===== config.mk =====
export PLATFORM = sky130hd
export DESIGN_NAME = tlca_ctrl
export DESIGN_NICKNAME = d
export VERILOG_FILES = /design/src/hdl/tlca_pkg.sv /design/src/hdl/tlca_ctrl.sv
export SDC_FILE = /design/constraint.sdc
export NUM_CORES = 1
export LEC_CHECK = 0
export CORE_AREA = 5 5 77 86
export DETAILED_ROUTE_END_ITERATION = 8
export DIE_AREA = 0 0 82 91
export DONT_BUFFER_PORTS = 1
export PLACE_DENSITY = 0.48
export SYNTH_ARGS = -nofsm -noshare
export SYNTH_HDL_FRONTEND = slang
export SYNTH_SLANG_ARGS = --single-unit

===== constraint.sdc =====
create_clock -name i_clk -period 5 [get_ports i_clk]
set_input_delay 1.5 -clock i_clk [delete_from_list [all_inputs] [get_ports i_clk]]
set_output_delay 1.5 -clock i_clk [all_outputs]
set_load 0.01 [all_outputs]

===== src/hdl/tlca_pkg.sv =====
package tlca_pkg;

    // fixed field widths
    localparam int ACT_W = 2;
    localparam int ID_W  = 10;
    localparam int CNT_W = 11;
    localparam int ST_W  = 2;

    // parameter defaults and register reset
    localparam int NODES_DEF  = 1024;
    localparam int LEVELS_DEF = 11;
    localparam logic [CNT_W-1:0] COUNT_RESET = 11'd1024;

    // msb search masks
    localparam logic [31:0] MASK_HI16 = 32'hFFFF0000;
    localparam logic [31:0] MASK_HI8  = 32'h0000FF00;
    localparam logic [31:0] MASK_HI4  = 32'h000000F0;
    localparam logic [1:0] LOW_MSB [16] = '{
        2'd0, 2'd0, 2'd1, 2'd1, 2'd2, 2'd2, 2'd2, 2'd2,
        2'd3, 2'd3, 2'd3, 2'd3, 2'd3, 2'd3, 2'd3, 2'd3
    };

    typedef enum logic [ACT_W-1:0] {
        ACT_CLEAR = 2'd0,
        ACT_EDGE  = 2'd1,
        ACT_BUILD = 2'd2,
        ACT_QUERY = 2'd3
    } t_action;

    typedef enum logic [ST_W-1:0] {
        ST_OK        = 2'd0,
        ST_NOT_BUILT = 2'd1,
        ST_BAD_NODE  = 2'd2,
        ST_NO_ROOT   = 2'd3
    } t_status;

    // datapath operations issued by the controller
    typedef enum logic [4:0] {
        OP_NONE,
        OP_LOAD,
        OP_SWEEP_TREE,
        OP_EDGE_RD,
        OP_EDGE_WR,
        OP_SWEEP_VIS,
        OP_ROOT_RD,
        OP_ROOT_NEXT,
        OP_WALK_START,
        OP_WALK_RD,
        OP_WALK_GET,
        OP_WALK_ENTER,
        OP_WALK_LEAVE,
        OP_WALK_CHILD,
        OP_WALK_NEXT,
        OP_FILL_INIT,
        OP_FILL_RA,
        OP_FILL_RB,
        OP_FILL_WR,
        OP_FILL_LVL,
        OP_Q_RDA,
        OP_Q_RDB,
        OP_Q_CHK,
        OP_Q_RD1,
        OP_Q_RD2,
        OP_Q_CMP,
        OP_EMIT
    } t_op;

    typedef struct packed {
        t_op     op;
        t_status code;
    } t_cmd;

    typedef struct packed {
        logic sweep_last;
        logic edge_ok;
        logic idx_ge_cnt;
        logic root_hp;
        logic sp_zero;
        logic vis_s;
        logic c_nil;
        logic fill_ok;
        logic lvl_last;
        logic q_in_range;
        logic q_ok;
        logic out_free;
    } t_flags;

    // index of the most significant set bit, x nonzero
    function automatic logic [4:0] top_bit(input logic [31:0] x);
        logic [31:0] v;
        logic [4:0]  r;
        v = x;
        r = 5'd0;
        if ((v & MASK_HI16) != 32'd0) begin
            r = r + 5'd16;
            v = v >> 16;
        end
        if ((v & MASK_HI8) != 32'd0) begin
            r = r + 5'd8;
            v = v >> 8;
        end
        if ((v & MASK_HI4) != 32'd0) begin
            r = r + 5'd4;
            v = v >> 4;
        end
        return r + 5'(LOW_MSB[v[3:0]]);
    endfunction

endpackage


===== src/hdl/tlca_ctrl.sv =====
module tlca_ctrl (
    input  logic                        i_clk,
    input  logic                        i_rst_n,
    input  logic                        i_valid,
    input  logic [tlca_pkg::ACT_W-1:0]  i_action,
    output logic                        o_ready,
    output tlca_pkg::t_cmd              o_cmd,
    input  tlca_pkg::t_flags            i_flags
);
    import tlca_pkg::*;

    typedef enum logic [4:0] {
        S_INIT, S_IDLE, S_CLR, S_EDGE_RD, S_EDGE_WR,
        S_VCLR, S_ROOT_RD, S_ROOT_CHK,
        S_WALK_RD, S_WALK_GET, S_WALK_DEC, S_WALK_CHILD, S_WALK_NEXT,
        S_FILL_INIT, S_FILL_CHK, S_FILL_RB, S_FILL_WR,
        S_Q_START, S_Q_B, S_Q_CHK, S_Q_R1, S_Q_R2, S_Q_CMP,
        S_DONE
    } t_state;

    t_state  r_state, n_state;
    t_status r_code, n_code;
    logic    r_built, n_built;
    t_op     w_op;

    // next state and datapath operation
    always_comb begin
        n_state = r_state;
        n_code  = r_code;
        n_built = r_built;
        w_op    = OP_NONE;
        unique case (r_state)
            S_INIT: begin
                w_op = OP_SWEEP_TREE;
                if (i_flags.sweep_last) n_state = S_IDLE;
            end
            S_IDLE: begin
                if (i_valid) begin
                    w_op   = OP_LOAD;
                    n_code = ST_OK;
                    unique case (t_action'(i_action))
                        ACT_CLEAR: begin
                            n_state = S_CLR;
                            n_built = 1'b0;
                        end
                        ACT_EDGE:  n_state = S_EDGE_RD;
                        ACT_BUILD: begin
                            n_state = S_VCLR;
                            n_built = 1'b0;
                        end
                        ACT_QUERY: n_state = S_Q_START;
                        default:   n_state = S_IDLE;
                    endcase
                end
            end
            S_CLR: begin
                w_op = OP_SWEEP_TREE;
                if (i_flags.sweep_last) n_state = S_DONE;
            end
            S_EDGE_RD: begin
                w_op    = OP_EDGE_RD;
                n_state = S_EDGE_WR;
            end
            S_EDGE_WR: begin
                if (i_flags.edge_ok) begin
                    w_op    = OP_EDGE_WR;
                    n_built = 1'b0;
                end else begin
                    n_code = ST_BAD_NODE;
                end
                n_state = S_DONE;
            end
            S_VCLR: begin
                w_op = OP_SWEEP_VIS;
                if (i_flags.sweep_last) n_state = S_ROOT_RD;
            end
            S_ROOT_RD: begin
                if (i_flags.idx_ge_cnt) begin
                    n_code  = ST_NO_ROOT;
                    n_state = S_DONE;
                end else begin
                    w_op    = OP_ROOT_RD;
                    n_state = S_ROOT_CHK;
                end
            end
            S_ROOT_CHK: begin
                if (i_flags.root_hp) begin
                    w_op    = OP_ROOT_NEXT;
                    n_state = S_ROOT_RD;
                end else begin
                    w_op    = OP_WALK_START;
                    n_state = S_WALK_RD;
                end
            end
            S_WALK_RD: begin
                if (i_flags.sp_zero) begin
                    n_state = S_FILL_INIT;
                end else begin
                    w_op    = OP_WALK_RD;
                    n_state = S_WALK_GET;
                end
            end
            S_WALK_GET: begin
                w_op    = OP_WALK_GET;
                n_state = S_WALK_DEC;
            end
            S_WALK_DEC: begin
                if (i_flags.vis_s) begin
                    w_op    = OP_WALK_LEAVE;
                    n_state = S_WALK_RD;
                end else begin
                    w_op    = OP_WALK_ENTER;
                    n_state = S_WALK_CHILD;
                end
            end
            S_WALK_CHILD: begin
                if (i_flags.c_nil) begin
                    n_state = S_WALK_RD;
                end else begin
                    w_op    = OP_WALK_CHILD;
                    n_state = S_WALK_NEXT;
                end
            end
            S_WALK_NEXT: begin
                w_op    = OP_WALK_NEXT;
                n_state = S_WALK_CHILD;
            end
            S_FILL_INIT: begin
                w_op    = OP_FILL_INIT;
                n_state = S_FILL_CHK;
            end
            S_FILL_CHK: begin
                if (i_flags.fill_ok) begin
                    w_op    = OP_FILL_RA;
                    n_state = S_FILL_RB;
                end else if (i_flags.lvl_last) begin
                    n_built = 1'b1;
                    n_state = S_DONE;
                end else begin
                    w_op = OP_FILL_LVL;
                end
            end
            S_FILL_RB: begin
                w_op    = OP_FILL_RB;
                n_state = S_FILL_WR;
            end
            S_FILL_WR: begin
                w_op    = OP_FILL_WR;
                n_state = S_FILL_CHK;
            end
            S_Q_START: begin
                if (!r_built) begin
                    n_code  = ST_NOT_BUILT;
                    n_state = S_DONE;
                end else if (!i_flags.q_in_range) begin
                    n_code  = ST_BAD_NODE;
                    n_state = S_DONE;
                end else begin
                    w_op    = OP_Q_RDA;
                    n_state = S_Q_B;
                end
            end
            S_Q_B: begin
                w_op    = OP_Q_RDB;
                n_state = S_Q_CHK;
            end
            S_Q_CHK: begin
                if (i_flags.q_ok) begin
                    w_op    = OP_Q_CHK;
                    n_state = S_Q_R1;
                end else begin
                    n_code  = ST_BAD_NODE;
                    n_state = S_DONE;
                end
            end
            S_Q_R1: begin
                w_op    = OP_Q_RD1;
                n_state = S_Q_R2;
            end
            S_Q_R2: begin
                w_op    = OP_Q_RD2;
                n_state = S_Q_CMP;
            end
            S_Q_CMP: begin
                w_op    = OP_Q_CMP;
                n_state = S_DONE;
            end
            S_DONE: begin
                if (i_flags.out_free) begin
                    w_op    = OP_EMIT;
                    n_state = S_IDLE;
                end
            end
            default: n_state = S_IDLE;
        endcase
    end

    // state and registered outputs
    always_ff @(posedge i_clk) begin
        if (!i_rst_n) begin
            r_state <= S_INIT;
            r_code  <= ST_OK;
            r_built <= 1'b0;
        end else begin
            r_state <= n_state;
            r_code  <= n_code;
            r_built <= n_built;
        end
    end

    assign o_ready    = (r_state == S_IDLE);
    assign o_cmd.op   = w_op;
    assign o_cmd.code = r_code;

endmodule


==> results.py, run 1 <==
metrics = {
    "floorplanning": {
        "die_x_um": 82,
        "die_h_um": 91,
        "start_util": 0.2416,
        "dieArea_um2": 7462,
        "io_pins": 25,
        "core.rowCount": 29,
        "core_um2": 5660,
    },
    "timing": {
        "hold_viol_final": 0,
        "slew_headroom": 0.5456,
        "fmax_ghz": 0.2386,
        "fin_crit_ns": 4.192,
        "setup_tns_ns": 0,
        "fin_skew_ns": 0.003946,
        "grt_setup_unrepaired": "no",
        "tightest_slew_ns": 0.6806,
        "slew_violations": 0,
        "setup_viol": 0,
        "period_share": 0.8383,
    },
    "setup_path": {
        "r2r_setup_slack_ns": 2.77,
        "critPathArrivalTime_ns": 2.69,
        "crit_start": "i_flags[3]",
        "path_max_fanout": 2,
        "r2r-start": "r_state[4]",
        "worst_setup_path_endpoint": "o_cmd[3]",
        "reg2reg_depth": 5,
        "worstReg2RegEnd": "r_state[4]",
        "cp.required_ns": 3.50,
        "crit_path_start_kind": "input port",
        "worstSetupEndpointType": "output pin",
        "timing.setup.critical_path_class": "input port to output pin",
    },
    "power_and_ir_drop": {
        "p_leak_nw": 0.4502,
        "pwr_density_cell_nw_per_um2": 520.0,
        "ir_worst_vdd_mv": 0.1018,
    },
    "yosys": {
        "synth_top_cell_by_area": "dfxtp_1",
        "synth_edf_count": 0,
        "syn_inst": 198,
        "syn-cell-area_um2": 1368,
        "avgSynthCellArea_um2": 6.907,
        "yosysUniqueCellTypes": 62,
        "synth_common_cells": "nand2_1, nor2_1, a21oi_1, nor3_1, buf_2",
        "async_reset_ff_frac": 0,
        "synth.area.top_cells": "dfxtp_1, nand2_1, a21oi_1",
        "ys_warn_count": 0,
        "syn_nets": 215,
        "yosys.area.top_type_share": 0.1171,
        "synth_most_common_cell": "nand2_1",
        "synth_seq_cells": 8,
        "ys_seq_area_frac": 0.1171,
        "synth_ff_type": "dfxtp_1",
    },
    "global_route": {
        "grt_pass1_wl_mm": 7.596,
        "grt.total_usage": 0.1300,
        "antenna_found_initial": 0,
        "grt_pass1_vias": 1379,
        "grt-ovfl-total": 0,
        "grt_max_degree": 41,
    },
    "clock_network": {
        "cts_tree": "done",
        "htreeDepth": 1,
        "ctsResizeCount": 0,
        "clockBufferDepth": 2,
        "post_cts_buffers": 0,
        "clkSinkCount": 8,
        "clkTransAtPathRegs_ns": 0.04,
        "root_buffer": "clkbuf_8",
        "cts-hold-fix-buffers": 0,
        "insertion_delay_ns": 0.23,
        "cts_made_buffers": 3,
    },
    "outcome": {
        "status": "finished, final reports clean",
    },
    "cells_and_area": {
        "design_area_um2": 1421,
        "n_fill_cell": 672,
        "final_util": 0.2511,
        "drive_gt1_frac": 0.1129,
        "final_nets": 205,
        "antennaDiodeCount": 0,
        "areaGrowthSynthToFinish_pct": 3.934,
    },
    "route": {
        "drc": 0,
        "vias": 1466,
        "drt_wl_total_mm": 4.733,
        "via_per_inst": 5.574,
        "wl_per_cell_um": 18.00,
        "drtIter0Drc": 201,
        "ant_nets": 0,
        "firstDrtPassIters": 4,
    },
    "placement": {
        "portBuffers": 0,
        "place_congestion": 0.8185,
        "placed_area_um2": 1380,
        "hpwl_mm": 3.448,
    },
    "min_path": {
        "hold_class": "flop to flop",
        "whs_path_depth": 2,
    },
    "job": {
        "maxCapViolCount": 0,
    },
}
-- cell usage in the layout, fill, tap and decap left out, types with 2 or more instances in the layout --
master / n
nand2b_1: 9
a22oi_1: 3
o211ai_1: 3
nand2_1: 20
a211oi_1: 5
clkbuf_8: 3
nand3b_1: 2
a221o_1: 2
a21o_1: 2
a31oi_1: 2
or4_1: 2
inv_1: 5
o21ai_1: 2
nor2_1: 16
a21oi_1: 14
mux2i_1: 3
nor3_1: 12
a211o_1: 2
nor4b_1: 3
buf_4: 5
nor2b_1: 6
nand3_1: 5
or3b_1: 4
o22ai_1: 5
dfxtp_1: 8
o21ai_0: 9
-- cell type report --
class	count	area, um2	share of cell area
Multi-Input combinational cell	164	1064	0.7482
Timing Repair Buffer	5	37.54	0.02641
Sequential cell	8	160.2	0.1127
Tap cell	77	96.34	0.06778
Clock buffer	3	41.29	0.02905
Inverter	6	22.52	0.01585
-- per-stage QoR --
stage                     setup WS, ns  hold slack [ns]  std cells  total power [mW]
after global placement          0.8373           0.5073        260            0.6575
after CTS                       0.8197           0.5188        263            0.7360
after floorplan                  1.017           0.4823        198            0.5681
after global routing            0.7344           0.5560        263            0.8049
final                           0.8084           0.5108        263            0.7391
after detailed placement        0.8291           0.5051        260            0.6544
-- sequential cells by signal, indices dropped and copies added (netlist names) --
signal / count
r_built: 1
r_code: 2
r_state: 5
-- routing by layer --
metal	wire [um]	part of all wire	up-vias	global-route usage
li1	-	-	717	-
met1	1943	0.41	679	0.1744
met2	2214	0.47	61	0.1900
met3	485	0.10	9	0.04356
met4	89	0.019	0	0.04986
met5	0	0	-	0
-- how the worst min path moves through the flow --
| stage | start | endpoint |
|---|---|---|
| 2_1_floorplan | r_code[1] | r_code[1] |
| 3_3_place_gp | r_code[1] | r_code[1] |
| 3_5_place_dp | r_code[1] | r_code[1] |
| 4_1_cts | r_code[1] | r_code[1] |
| 5_1_grt | r_code[1] | r_code[1] |
| 6_report | r_code[1] | r_code[1] |
-- worst max-delay path, stage by stage --
cell       delay (ns)
or2_2            0.29
a2111oi_1        0.57
nor3_1           0.12
o211ai_1         0.21
-- cells by family after synthesis --
family	count (synthesis)	share of synthesized area
AOI/OAI and AO/OA	66	0.3550
xor gates and xnor gates	1	0.006406
buffers and inverters	26	0.1052
DFF	8	0.1171
muxes	3	0.02196
and+or+nand+nor	94	0.3943
-- report_power, final --
group	leakage [nW]	total, mW	internal [mW]	switching [mW]
Combinational	0.364	0.542	0.209	0.333
Sequential	0.0651	0.117	0.0790	0.0378
Clock	0.0216	0.0801	0.0524	0.0277
No activity file was read; power rests on OpenSTA's default activity.
==> run 2, diff against run 1 <==
- clock period: 5 -> 4.4 ns (I/O delays scaled with it)
==> run 2 against run 1 <==
Sequential cell count unchanged. Final cell count increased by 0.76%. Clock skew increased by 0.0014 ns. Sequential share of layout area decreased by 0.12 points. Critical path depth unchanged. Die area unchanged. Clock-buffer cell count unchanged. Via count increased by 0.48%.
==> results.py, run 2 (synthesis results as in run 1) <==
metrics = {
    "setup_path": {
        "cp.required_ns": 3.08,
        "reg2reg_depth": 6,
        "timing.setup.critical_path_class": "input port to output pin",
        "worstSetupEndpointType": "output pin",
        "path_max_fanout": 2,
        "crit_path_start_kind": "input port",
        "critPathArrivalTime_ns": 2.51,
    },
    "cells_and_area": {
        "mostFrequentLayoutCell": "nand2_1",
        "final_cells": 265,
        "antennaDiodeCount": 0,
        "drive_gt1_frac": 0.1223,
        "mostFrequentLayoutCells": "nand2_1, nor2_1, a21oi_1, nor3_1",
        "design_area_um2": 1436,
        "multi_input_area_um2": 1064,
        "n_fill_cell": 647,
        "final_nets": 207,
        "largest_reg_flops": 5,
        "largest-register": "r_state",
        "area.sequential_um2": 160.2,
        "reg.largest.list": "r_state: 5 flops, r_code: 2 flops, r_built: 1 flops",
        "areaGrowthSynthToFinish_pct": 5.032,
    },
    "clock_network": {
        "cts-hold-fix-buffers": 0,
        "post_cts_buffers": 0,
        "clkSinkCount": 8,
        "ctsResizeCount": 0,
        "cts_tree": "done",
        "insertion_delay_ns": 0.23,
        "clkTransAtPathRegs_ns": 0.04,
        "clockBufferDepth": 2,
        "root_buffer": "clkbuf_8",
        "cts_made_buffers": 3,
        "htreeDepth": 1,
    },
    "timing": {
        "setup_tns_ns": 0,
        "tightest_slew_ns": 0.7723,
        "slew_violations": 0,
        "fmax_ghz": 0.2608,
        "setup_viol": 0,
        "fin_skew_ns": 0.005297,
        "hold_viol_final": 0,
        "grt_setup_unrepaired": "no",
        "slew_headroom": 0.4845,
        "fin_crit_ns": 3.835,
        "period_share": 0.8716,
    },
    "power_and_ir_drop": {
        "ir_worst_vdd_mv": 0.1245,
        "pwr_density_cell_nw_per_um2": 589.1,
        "p_leak_nw": 0.4608,
    },
    "route": {
        "drt_wl_total_mm": 4.684,
        "vias": 1473,
        "firstDrtPassIters": 4,
        "via_per_inst": 5.558,
        "ant_nets": 0,
        "wl_per_cell_um": 17.68,
        "drtIter0Drc": 215,
        "drc": 0,
    },
    "placement": {
        "hpwl_mm": 3.555,
        "portBuffers": 0,
        "placed_cells": 262,
        "place_congestion": 0.8265,
        "placed_area_um2": 1395,
    },
    "job": {
        "maxCapViolCount": 0,
    },
    "floorplanning": {
        "die_h_um": 91,
        "start_util": 0.2416,
        "core_um2": 5660,
        "dieArea_um2": 7462,
        "die_x_um": 82,
        "core.rowCount": 29,
        "io_pins": 25,
    },
    "global_route": {
        "grt-ovfl-total": 0,
        "grt_pass1_wl_mm": 7.410,
        "grt_pass1_vias": 1383,
        "grt.total_usage": 0.1288,
        "antenna_found_initial": 0,
        "grt_max_degree": 26,
    },
    "min_path": {
        "hold_class": "flop to flop",
        "whs_path_depth": 2,
    },
    "outcome": {
        "status": "finished, final reports clean",
    },
}
[run 2: cell types whose count changed in the layout (fill, tap and decap cells not counted)]
cell / previous run / this run
buf_4: 5 / 7
[run 2: worst paths after layout]
| check | slack [ns] | to | start |
|---|---|---|---|
| min reg2reg | 0.51 | r_code[0] | r_code[0] |
| max | 0.57 | o_cmd[3] | i_flags[3] |
| max reg2reg | 2.15 | r_state[4] | r_state[2] |
| min | 0.51 | r_code[0] | r_code[0] |
[run 2: per-layer routing]
layer  up-vias  global-route usage  wire (um)
met1       702              0.1685       1973
met4         0             0.03601         80
li1        722                   -          -
met2        43              0.2001       2226
met3         6             0.04257        404
met5         -                   0          0
[run 2: cell type report]
| type | count | share of cell area |
|---|---|---|
| multi-input cells | 164 | 0.7404 |
| clock buffers | 3 | 0.02875 |
| well taps | 77 | 0.06707 |
| inverters | 6 | 0.01568 |
| repair buffers | 7 | 0.03659 |
| flip-flops and latches | 8 | 0.1115 |
[run 2: per-stage QoR]
step	worst slack (ns)	hold WS, ns	util	total power, mW
6_report	0.5650	0.5132	0.2538	0.8462
2_1_floorplan	0.7770	0.4823	-	0.6456
5_1_grt	0.5029	0.5661	0.2538	0.9214
3_3_place_gp	0.6198	0.5085	0.2465	0.7583
4_1_cts	0.5833	0.5231	0.2538	0.8482
3_5_place_dp	0.5872	0.5093	0.2465	0.7527
[run 2: where the power goes]
group	leakage (nW)	switching [mW]	internal, mW
clock	0.0216	0.0296	0.0593
sequential	0.0651	0.0566	0.0899
combinational	0.374	0.364	0.246
total	0.461	0.451	0.396
[run 2: critical path, stage by stage]
cell,delay (ns)
or2_2,0.30
a2111oi_1,0.53
nor3_1,0.14
o211ai_1,0.22
